File: config.mk
export PLATFORM = sky130hd
export DESIGN_NAME = txs_fifo
export DESIGN_NICKNAME = d
export VERILOG_FILES = /design/src/hw/rtl/txs_pkg.sv /design/src/hw/rtl/txs_fifo.sv
export SDC_FILE = /design/constraint.sdc
export NUM_CORES = 1
export LEC_CHECK = 0
export BUFFER_PORTS_ARGS = -buffer_cell sky130_fd_sc_hd__clkbuf_2
export CORE_ASPECT_RATIO = 0.5
export CORE_MARGIN = 1
export CORE_UTILIZATION = 41
export DETAILED_ROUTE_END_ITERATION = 16
export HOLD_SLACK_MARGIN = 0.06
export PLACE_DENSITY = 0.72
export SETUP_SLACK_MARGIN = 0.4
export SYNTH_ARGS = -nofsm -noshare
export SYNTH_HDL_FRONTEND = slang
export SYNTH_SLANG_ARGS = --single-unit
File: constraint.sdc
create_clock -name clk_i -period 3.35 [get_ports clk_i]
set_clock_uncertainty 0.05 [all_clocks]
set_input_delay 0.67 -clock clk_i [delete_from_list [all_inputs] [get_ports clk_i]]
set_output_delay 0.67 -clock clk_i [all_outputs]
set_load 0.02 [all_outputs]
File: src/hw/rtl/txs_pkg.sv
package txs_pkg;

  localparam int StoreAw          = 16;
  localparam int TexelW           = 24;
  localparam int ChanW            = 8;
  localparam int CoordW           = 16;
  localparam int Log2W            = 4;
  localparam int CfgIdxW          = 2;
  localparam int CfgDataW         = 4;
  localparam int MaxSizeLog2Def   = 8;
  localparam int CoordFracBitsDef = 12;
  localparam int QueueDepth       = 2;
  localparam int OutDepth         = 4;

  localparam logic [CfgIdxW-1:0] REG_TEX_EN      = 2'd0;
  localparam logic [CfgIdxW-1:0] REG_BIL_EN      = 2'd1;
  localparam logic [CfgIdxW-1:0] REG_WIDTH_LOG2  = 2'd2;
  localparam logic [CfgIdxW-1:0] REG_HEIGHT_LOG2 = 2'd3;

  localparam logic OP_LOAD   = 1'b0;
  localparam logic OP_SAMPLE = 1'b1;

  typedef enum logic [1:0] {
    K_LOAD,
    K_NEAR,
    K_BIL
  } kind_e;

  typedef struct packed {
    logic              operation;
    logic [15:0]       texel_index;
    logic [ChanW-1:0]  load_red;
    logic [ChanW-1:0]  load_green;
    logic [ChanW-1:0]  load_blue;
    logic [CoordW-1:0] coord_u;
    logic [CoordW-1:0] coord_v;
  } in_item_t;

  typedef struct packed {
    logic [ChanW-1:0] out_red;
    logic [ChanW-1:0] out_green;
    logic [ChanW-1:0] out_blue;
  } out_item_t;

endpackage

File: src/hw/rtl/txs_fifo.sv
module txs_fifo import txs_pkg::*; #(
  parameter int Width = TexelW,
  parameter int Depth = 2,
  localparam int PtrW = $clog2(Depth)
) (
  input  logic             clk_i,
  input  logic             rst_ni,
  input  logic             push_i,
  input  logic [Width-1:0] data_i,
  output logic             full_o,
  input  logic             pop_i,
  output logic [Width-1:0] data_o,
  output logic             empty_o
);

  logic [Width-1:0] mem_q [Depth];
  logic [PtrW-1:0]  wptr_q, rptr_q;
  logic [PtrW:0]    cnt_q;
  logic             do_push, do_pop;

  assign full_o  = (cnt_q == (PtrW+1)'(Depth));
  assign empty_o = (cnt_q == '0);
  assign do_push = push_i && !full_o;
  assign do_pop  = pop_i && !empty_o;
  assign data_o  = mem_q[rptr_q];

  always_ff @(posedge clk_i or negedge rst_ni) begin
    if (!rst_ni) begin
      wptr_q <= '0;
      rptr_q <= '0;
      cnt_q  <= '0;
    end else begin
      if (do_push) begin
        wptr_q <= wptr_q + PtrW'(1);
      end
      if (do_pop) begin
        rptr_q <= rptr_q + PtrW'(1);
      end
      if (do_push && !do_pop) begin
        cnt_q <= cnt_q + (PtrW+1)'(1);
      end else if (do_pop && !do_push) begin
        cnt_q <= cnt_q - (PtrW+1)'(1);
      end
    end
  end

  always_ff @(posedge clk_i) begin
    if (do_push) begin
      mem_q[wptr_q] <= data_i;
    end
  end

endmodule

==> impl_metrics.xml, run 1 <==
<?xml version="1.0" encoding="UTF-8"?>
<metrics>
  <group name="status">
    <metric name="outcome" unit="">finished clean</metric>
  </group>
  <group name="synth">
    <metric name="netlist_instances" unit="">94</metric>
    <metric name="synth-edff-count" unit="">48</metric>
    <metric name="synth_top_cell_area_share" unit="%">71.0</metric>
    <metric name="synth_cell_types" unit="">15</metric>
    <metric name="yosys_most_used_dff" unit="">edfxtp_1</metric>
    <metric name="ys_async_sr_fraction" unit="%">7.69</metric>
    <metric name="synth.top_cells.by_count" unit="">edfxtp_1 (48), mux2_4 (19), mux2_2 (5), dfrtp_1 (4)</metric>
    <metric name="syn_nets" unit="">123</metric>
    <metric name="yosysSeqAreaShare" unit="%">75.9</metric>
    <metric name="synth_area_per_cell" unit="µm²">21.6</metric>
    <metric name="synth_top_cells_by_area" unit="">edfxtp_1 (71%), mux2_4 (14%), dfrtp_1 (4.9%)</metric>
    <metric name="mappedNetlistArea" unit="µm²">2030</metric>
    <metric name="yosys.area.top_type" unit="">edfxtp_1</metric>
    <metric name="ys_ff_latch" unit="">52</metric>
    <metric name="post-synth-top-count-cell" unit="">edfxtp_1</metric>
    <metric name="synth-warning-count" unit="">0</metric>
  </group>
  <group name="clock_network">
    <metric name="cts_hold_repair.buffers" unit="">0</metric>
    <metric name="cts.repair.resized" unit="">0</metric>
    <metric name="cts_setup_buffers" unit="">0</metric>
    <metric name="num_cts_buffers" unit="">5</metric>
    <metric name="cts_num_sinks" unit="">52</metric>
    <metric name="cts-htree-levels" unit="">2</metric>
    <metric name="ctsLongestPathBuffers" unit="">2</metric>
    <metric name="tritoncts" unit="">done</metric>
    <metric name="clk_root_buffer_cell" unit="">clkbuf_8</metric>
    <metric name="path_clk_slew" unit="ps">80</metric>
    <metric name="worst_skew_pair_later_pin_latency" unit="ps">290</metric>
  </group>
  <group name="grt">
    <metric name="grt_max_degree" unit="">21</metric>
    <metric name="grtUsageTotal" unit="%">11.6</metric>
    <metric name="global_route.overflow_total" unit="">0</metric>
    <metric name="first_global_vias" unit="">899</metric>
    <metric name="grt_antenna_before_repair" unit="">0</metric>
    <metric name="grt_first_pass_wirelength" unit="µm">4150</metric>
  </group>
  <group name="timing">
    <metric name="setup_tns" unit="ps">0</metric>
    <metric name="timing.fmax" unit="GHz">0.407</metric>
    <metric name="worst_slew_margin" unit="%">57.8</metric>
    <metric name="hold_ws" unit="ps">118</metric>
    <metric name="rsz0062_at_grt" unit="">no</metric>
    <metric name="fin_crit_sh" unit="%">73.4</metric>
    <metric name="tightestPinTransition" unit="ps">632</metric>
    <metric name="finalHoldViolations" unit="">0</metric>
    <metric name="final_critical_path_setup_slack" unit="ps">890</metric>
    <metric name="setup_violations_final" unit="">0</metric>
    <metric name="slew_violations" unit="">0</metric>
    <metric name="final.min_clock_period" unit="ps">2460</metric>
  </group>
  <group name="pwr">
    <metric name="power-per-cell-area" unit="nW/µm²">864</metric>
    <metric name="pwr-share-seq" unit="%">45.4</metric>
    <metric name="total_net_switching_power" unit="µW">690</metric>
    <metric name="power.clock.fraction" unit="%">16.4</metric>
    <metric name="worst_ir_drop_vdd" unit="mV">0.337</metric>
    <metric name="switching_share" unit="%">32.7</metric>
    <metric name="comb_power_share" unit="%">38.2</metric>
    <metric name="leakagePower" unit="nW">1.01</metric>
    <metric name="p_int" unit="mW">1.42</metric>
  </group>
  <group name="detailed_routing">
    <metric name="top_signal_layer_used" unit="">met4</metric>
    <metric name="route.met2.wl" unit="µm">1420</metric>
    <metric name="routed_wire_length_per_instance" unit="µm">12.7</metric>
    <metric name="detail_route.first_pass.iterations" unit="">4</metric>
    <metric name="vias_per_cell" unit="">4.41</metric>
    <metric name="dr_wl_met3" unit="µm">121</metric>
    <metric name="drt-initial-drc-count" unit="">23</metric>
    <metric name="m1WireLength" unit="µm">1190</metric>
    <metric name="route.detailed.drc" unit="">0</metric>
    <metric name="drt_wl_total" unit="µm">2800</metric>
    <metric name="route.vias.total" unit="">974</metric>
    <metric name="drtAntennaViolNets" unit="">0</metric>
  </group>
  <group name="floorplanning">
    <metric name="core_footprint" unit="µm²">4570</metric>
    <metric name="start_util" unit="%">44.4</metric>
    <metric name="die-area" unit="µm²">5260</metric>
    <metric name="rows" unit="">17</metric>
    <metric name="boundaryPins" unit="">54</metric>
    <metric name="dieHeight" unit="µm">51.8</metric>
    <metric name="die_width" unit="µm">102</metric>
  </group>
  <group name="setup_path">
    <metric name="rrSetupSlack" unit="ps">1420</metric>
    <metric name="crit_path_cell_trace" unit="">buf_4 &gt; mux2_2 &gt; clkbuf_2</metric>
    <metric name="critPathSlowestCell" unit="">dfrtp_1</metric>
    <metric name="worst-setup-path-type" unit="">reg2out</metric>
    <metric name="crit-reg2reg-launch" unit="">cnt_q[0]</metric>
    <metric name="critPathCaptureType" unit="">output pin</metric>
    <metric name="cpPeakStageDelay" unit="ps">520</metric>
    <metric name="crit_path_max_fanout" unit="">20</metric>
    <metric name="crit_path_start_kind" unit="">flip-flop</metric>
    <metric name="worst-path-buf-inv" unit="">2</metric>
    <metric name="critPathArrivalTime" unit="ps">1740</metric>
    <metric name="cp-startpoint" unit="">rptr_q</metric>
    <metric name="cp.required" unit="ps">2630</metric>
    <metric name="worst_path_dominant_cell_family" unit="">buffers and inverters</metric>
  </group>
  <group name="cells_and_area">
    <metric name="area_grow_syn2layout" unit="%">20.3</metric>
    <metric name="insertedDiodeCount" unit="">0</metric>
    <metric name="sequential_cell_area" unit="µm²">1540</metric>
    <metric name="finalInstanceArea" unit="µm²">2440</metric>
    <metric name="final_core_util" unit="%">53.4</metric>
    <metric name="n_fill_cell" unit="">373</metric>
    <metric name="drive_above_1_share" unit="%">56.1</metric>
    <metric name="multi_input_area" unit="µm²">433</metric>
    <metric name="finish.net_count" unit="">183</metric>
  </group>
  <group name="hold_path">
    <metric name="class_of_the_tightest_hold_or_removal_check" unit="">in2async</metric>
  </group>
  <group name="job">
    <metric name="timing.max_cap.violations" unit="">0</metric>
  </group>
  <group name="placed_design">
    <metric name="place.gp.congestion" unit="">0.701</metric>
    <metric name="place_worst_setup_slack" unit="ps">1210</metric>
    <metric name="numPortBuffers" unit="">53</metric>
    <metric name="post_dp_cell_area" unit="µm²">2350</metric>
  </group>
</metrics>
[sequential cells by signal, summed over array words and instances, names as in the netlist]
name / flops
wptr_q: 1
rptr_q: 1
cnt_q: 2
mem_q: 48
[layer usage]
metal / GRT usage, % / up-vias
met3: 3.76 / 6
met4: 7.97 / 0
li1: - / 477
met5: 0 / -
met1: 12.4 / 466
met2: 20.2 / 25
[power by group through the flow]
| stage | Combinational [mW] | Sequential [mW] | Clock (mW) |
|---|---|---|---|
| floorplan | 0.676 | 0.949 | 0 |
| global placement | 0.816 | 0.968 | 0 |
| detailed placement | 0.820 | 0.976 | 0 |
| CTS | 0.822 | 0.962 | 0.355 |
| global route | 0.870 | 0.974 | 0.379 |
| finish | 0.806 | 0.959 | 0.346 |
[kinds of logic after synthesis]
logic type | Yosys count | synth area share, %
AND/OR/NAND/NOR | 6 | 1.36
XOR/XNOR | 5 | 2.16
buffers and inverters | 5 | 2.90
multiplexers | 24 | 16.8
AO/OA/AOI/OAI | 1 | 0.246
flip-flops | 52 | 75.9
adder cells (fa/ha/maj) | 1 | 0.616
[metrics by stage]
| stage | total power, mW | cells |
|---|---|---|
| CTS | 2.14 | 221 |
| detailed placement | 1.80 | 213 |
| global route | 2.22 | 221 |
| floorplan | 1.63 | 94 |
| finish | 2.11 | 221 |
| global placement | 1.78 | 213 |
[final cells by class]
type                    count  share of cell area, %
flip-flops and latches     52                   63.1
multi-input cells          37                   17.7
repair buffers             56                   11.8
clock buffers               7                   3.53
well taps                  66                   3.38
inverters                   2                  0.307
clock inverters             1                  0.154
[placed cells by master, fill, tap and decap left out]
master     n
clkbuf_2  53
edfxtp_1  48
mux2_4    19
clkbuf_8   6
mux2_2     5
dfrtp_1    4
xnor2_1    3
buf_4      3
inv_1      2
nor2_1     2
xor2_1     2
nand2b_1   1
nand2_1    1
o21ai_1    1
and3_1     1
nor2_2     1
ha_1       1
clkinv_1   1
clkbuf_1   1
[path summary, 6_finish.rpt]
kind                                endpoint  cells after the start
min in group clk_i                  cnt_q[1]                      1
max in group asynchronous           cnt_q[0]                      1
worst min register to register      cnt_q[1]                      1
worst min-delay path                  rptr_q                      1
worst max-delay path               data_o[7]                      3
worst max register to register  mem_q[0][16]                      4
No activity file was read; power rests on OpenSTA's default activity.
==> inputs of run 2 (changes only) <==
--- a/config.mk
+++ b/config.mk
@@ -11,7 +11,7 @@
 export CORE_UTILIZATION = 41
 export DETAILED_ROUTE_END_ITERATION = 16
 export HOLD_SLACK_MARGIN = 0.06
-export PLACE_DENSITY = 0.72
+export PLACE_DENSITY = 0.74
 export SETUP_SLACK_MARGIN = 0.4
 export SYNTH_ARGS = -nofsm -noshare
 export SYNTH_HDL_FRONTEND = slang
==> constraint.sdc (replaced) <==
create_clock -name clk_i -period 2.1 [get_ports clk_i]
set_clock_uncertainty 0.05 [all_clocks]
set_input_delay 0.42 -clock clk_i [delete_from_list [all_inputs] [get_ports clk_i]]
set_output_delay 0.42 -clock clk_i [all_outputs]
set_load 0.02 [all_outputs]
==> run 2 against run 1 <==
Compared with the run above:
- sequential share of layout area fell by 1.5 points
- setup slack got worse by 640 ps
- non-clock buffer count rose by 3
- cell area up 2.6%
- clock-buffer cell count shrank 1
- worst hold slack improved by 140 ps
- die area unchanged
- sequential power rose by 58%
- global-route usage is 0.69 points higher
- critical path type unchanged
- largest cell class unchanged
- highest routed layer unchanged
==> impl_metrics.xml, run 2 (synthesized netlist as in run 1, its figures left out) <==
<?xml version="1.0" encoding="UTF-8"?>
<metrics>
  <group name="grt">
    <metric name="first_global_vias" unit="">951</metric>
    <metric name="grtUsageTotal" unit="%">12.3</metric>
    <metric name="grt_antenna_before_repair" unit="">0</metric>
    <metric name="grt_first_pass_wirelength" unit="µm">4530</metric>
    <metric name="global_route.overflow_total" unit="">0</metric>
    <metric name="grt_max_degree" unit="">17</metric>
  </group>
  <group name="floorplanning">
    <metric name="boundaryPins" unit="">54</metric>
    <metric name="dieHeight" unit="µm">51.8</metric>
    <metric name="core_footprint" unit="µm²">4570</metric>
    <metric name="die_width" unit="µm">102</metric>
    <metric name="start_util" unit="%">44.4</metric>
    <metric name="die-area" unit="µm²">5260</metric>
    <metric name="rows" unit="">17</metric>
  </group>
  <group name="clock_network">
    <metric name="clk_root_buffer_cell" unit="">clkbuf_8</metric>
    <metric name="cts_setup_buffers" unit="">0</metric>
    <metric name="tritoncts" unit="">done</metric>
    <metric name="cts_num_sinks" unit="">52</metric>
    <metric name="path_clk_slew" unit="ps">90</metric>
    <metric name="ctsLongestPathBuffers" unit="">2</metric>
    <metric name="cts-htree-levels" unit="">2</metric>
    <metric name="num_cts_buffers" unit="">5</metric>
    <metric name="worst_skew_pair_later_pin_latency" unit="ps">300</metric>
  </group>
  <group name="setup_path">
    <metric name="critPathArrivalTime" unit="ps">1380</metric>
    <metric name="rr_endpoint" unit="">mem_q[0][1]</metric>
    <metric name="crit_path_cell_trace" unit="">buf_12 &gt; mux2_2 &gt; clkbuf_2</metric>
    <metric name="cpPeakStageDelay" unit="ps">410</metric>
    <metric name="worst-setup-path-type" unit="">reg2out</metric>
    <metric name="rrSetupSlack" unit="ps">530</metric>
    <metric name="crit_path_max_fanout" unit="">14</metric>
    <metric name="r2r.worst_path.cells" unit="">4</metric>
    <metric name="crit_path_start_kind" unit="">flip-flop</metric>
    <metric name="critPathCaptureType" unit="">output pin</metric>
    <metric name="critPathSlowestCell" unit="">dfrtp_2</metric>
    <metric name="crit-reg2reg-launch" unit="">cnt_q[0]</metric>
    <metric name="cp.required" unit="ps">1630</metric>
  </group>
  <group name="job">
    <metric name="timing.max_cap.violations" unit="">0</metric>
  </group>
  <group name="cells_and_area">
    <metric name="drive_above_1_share" unit="%">57.6</metric>
    <metric name="final_core_util" unit="%">54.8</metric>
    <metric name="insertedDiodeCount" unit="">0</metric>
    <metric name="finish.net_count" unit="">186</metric>
    <metric name="multi_input_area" unit="µm²">440</metric>
    <metric name="largest_register_ffs" unit="">48</metric>
    <metric name="registers.top_by_ff_count" unit="">mem_q</metric>
    <metric name="n_fill_cell" unit="">361</metric>
    <metric name="sequential_cell_area" unit="µm²">1540</metric>
    <metric name="most-common-layout-cells" unit="">clkbuf_2 (48), edfxtp_1 (48), mux2_4 (19)</metric>
    <metric name="biggestRegsByFlops" unit="">mem_q x48, cnt_q x2</metric>
    <metric name="area_grow_syn2layout" unit="%">23.4</metric>
    <metric name="final_cell_count_no_fill" unit="">224</metric>
  </group>
  <group name="hold_path">
    <metric name="timing.hold.worst_endpoint" unit="">mem_q[0][9]</metric>
    <metric name="hp-start" unit="">data_i[9]</metric>
    <metric name="class_of_the_tightest_hold_or_removal_check" unit="">in2reg</metric>
    <metric name="min_path_cells" unit="">1</metric>
  </group>
  <group name="detailed_routing">
    <metric name="route.detailed.drc" unit="">0</metric>
    <metric name="drtAntennaViolNets" unit="">0</metric>
    <metric name="detail_route.first_pass.iterations" unit="">4</metric>
    <metric name="routed_wire_length_per_instance" unit="µm">13.3</metric>
    <metric name="drt_wl_total" unit="µm">2970</metric>
    <metric name="drt-initial-drc-count" unit="">22</metric>
    <metric name="route.vias.total" unit="">989</metric>
    <metric name="vias_per_cell" unit="">4.42</metric>
  </group>
  <group name="placed_design">
    <metric name="hpwl" unit="µm">2140</metric>
    <metric name="numPortBuffers" unit="">53</metric>
    <metric name="place.gp.congestion" unit="">0.630</metric>
    <metric name="post-place-cells" unit="">215</metric>
  </group>
  <group name="timing">
    <metric name="setup_tns" unit="ps">0</metric>
    <metric name="slew_violations" unit="">0</metric>
    <metric name="rsz0062_at_grt" unit="">yes</metric>
    <metric name="final.min_clock_period" unit="ps">1850</metric>
    <metric name="setup_violations_final" unit="">0</metric>
    <metric name="fin_crit_sh" unit="%">88.1</metric>
    <metric name="tightestPinTransition" unit="ps">387</metric>
    <metric name="timing.fmax" unit="GHz">0.541</metric>
    <metric name="hold_ws" unit="ps">256</metric>
    <metric name="worst_slew_margin" unit="%">74.1</metric>
    <metric name="finalHoldViolations" unit="">0</metric>
  </group>
  <group name="status">
    <metric name="outcome" unit="">finished clean</metric>
  </group>
  <group name="pwr">
    <metric name="power-per-cell-area" unit="nW/µm²">1380</metric>
    <metric name="leakagePower" unit="nW">1.02</metric>
    <metric name="worst_ir_drop_vdd" unit="mV">0.423</metric>
  </group>
</metrics>
[run 2: worst max-delay path by stage]
stage | start | endpoint | slack (ps) | cells after the start
after CTS | rptr_q | data_o[1] | 220 | 3
after global routing | rptr_q | data_o[7] | 200 | 3
after detailed placement | cnt_q[0] | mem_q[0][4] | 490 | 4
after floorplan | cnt_q[0] | mem_q[1][0] | 460 | 2
after global placement | rptr_q | data_o[8] | 540 | 3
final | rptr_q | data_o[7] | 250 | 3
[run 2: through the flow]
stage                     setup slack (ps)  power (mW)  cell area, µm²
after global routing                   201        3.65            2500
after detailed placement               493        2.92            2380
after global placement                 538        2.90            2380
final                                  250        3.46            2500
after CTS                              216        3.47            2490
after floorplan                        455        2.60            2040
[run 2: critical path: cells and delay by family, from the launching register on]
kind | cells | cell delay (ps)
multiplexers | 1 | 350
flip-flops | 1 | 410
buffers and inverters | 2 | 320
[run 2: routing by layer]
layer | vias up | GRT usage [%] | wire [µm]
li1 | 481 | - | -
met1 | 479 | 13.9 | 1170
met2 | 22 | 21.2 | 1570
met3 | 7 | 4.03 | 160
met4 | 0 | 6.52 | 64
met5 | - | 0 | 0
[run 2: repair_timing]
action,CTS,global route
gates cloned,0,0
pin swaps,0,0
hold buffers,1,0
gates resized for setup,3,10
setup endpoints to repair,24,28
endpoints found under the hold margin,4,0
[run 2: area by class of cell]
type                       count  share of cell area, %
inverter                       2                  0.300
clock inverter                 2                  0.450
sequential                    52                   61.6
tap                           66                   3.30
clock buffer                   6                   2.90
timing repair buffer          59                   13.9
multi-input combinational     37                   17.6
[run 2: where the power goes]
group	leakage, nW	switching (mW)	internal (mW)
logic	0.493	0.745	0.665
registers	0.492	0.0987	1.42
clock network	0.0388	0.300	0.231
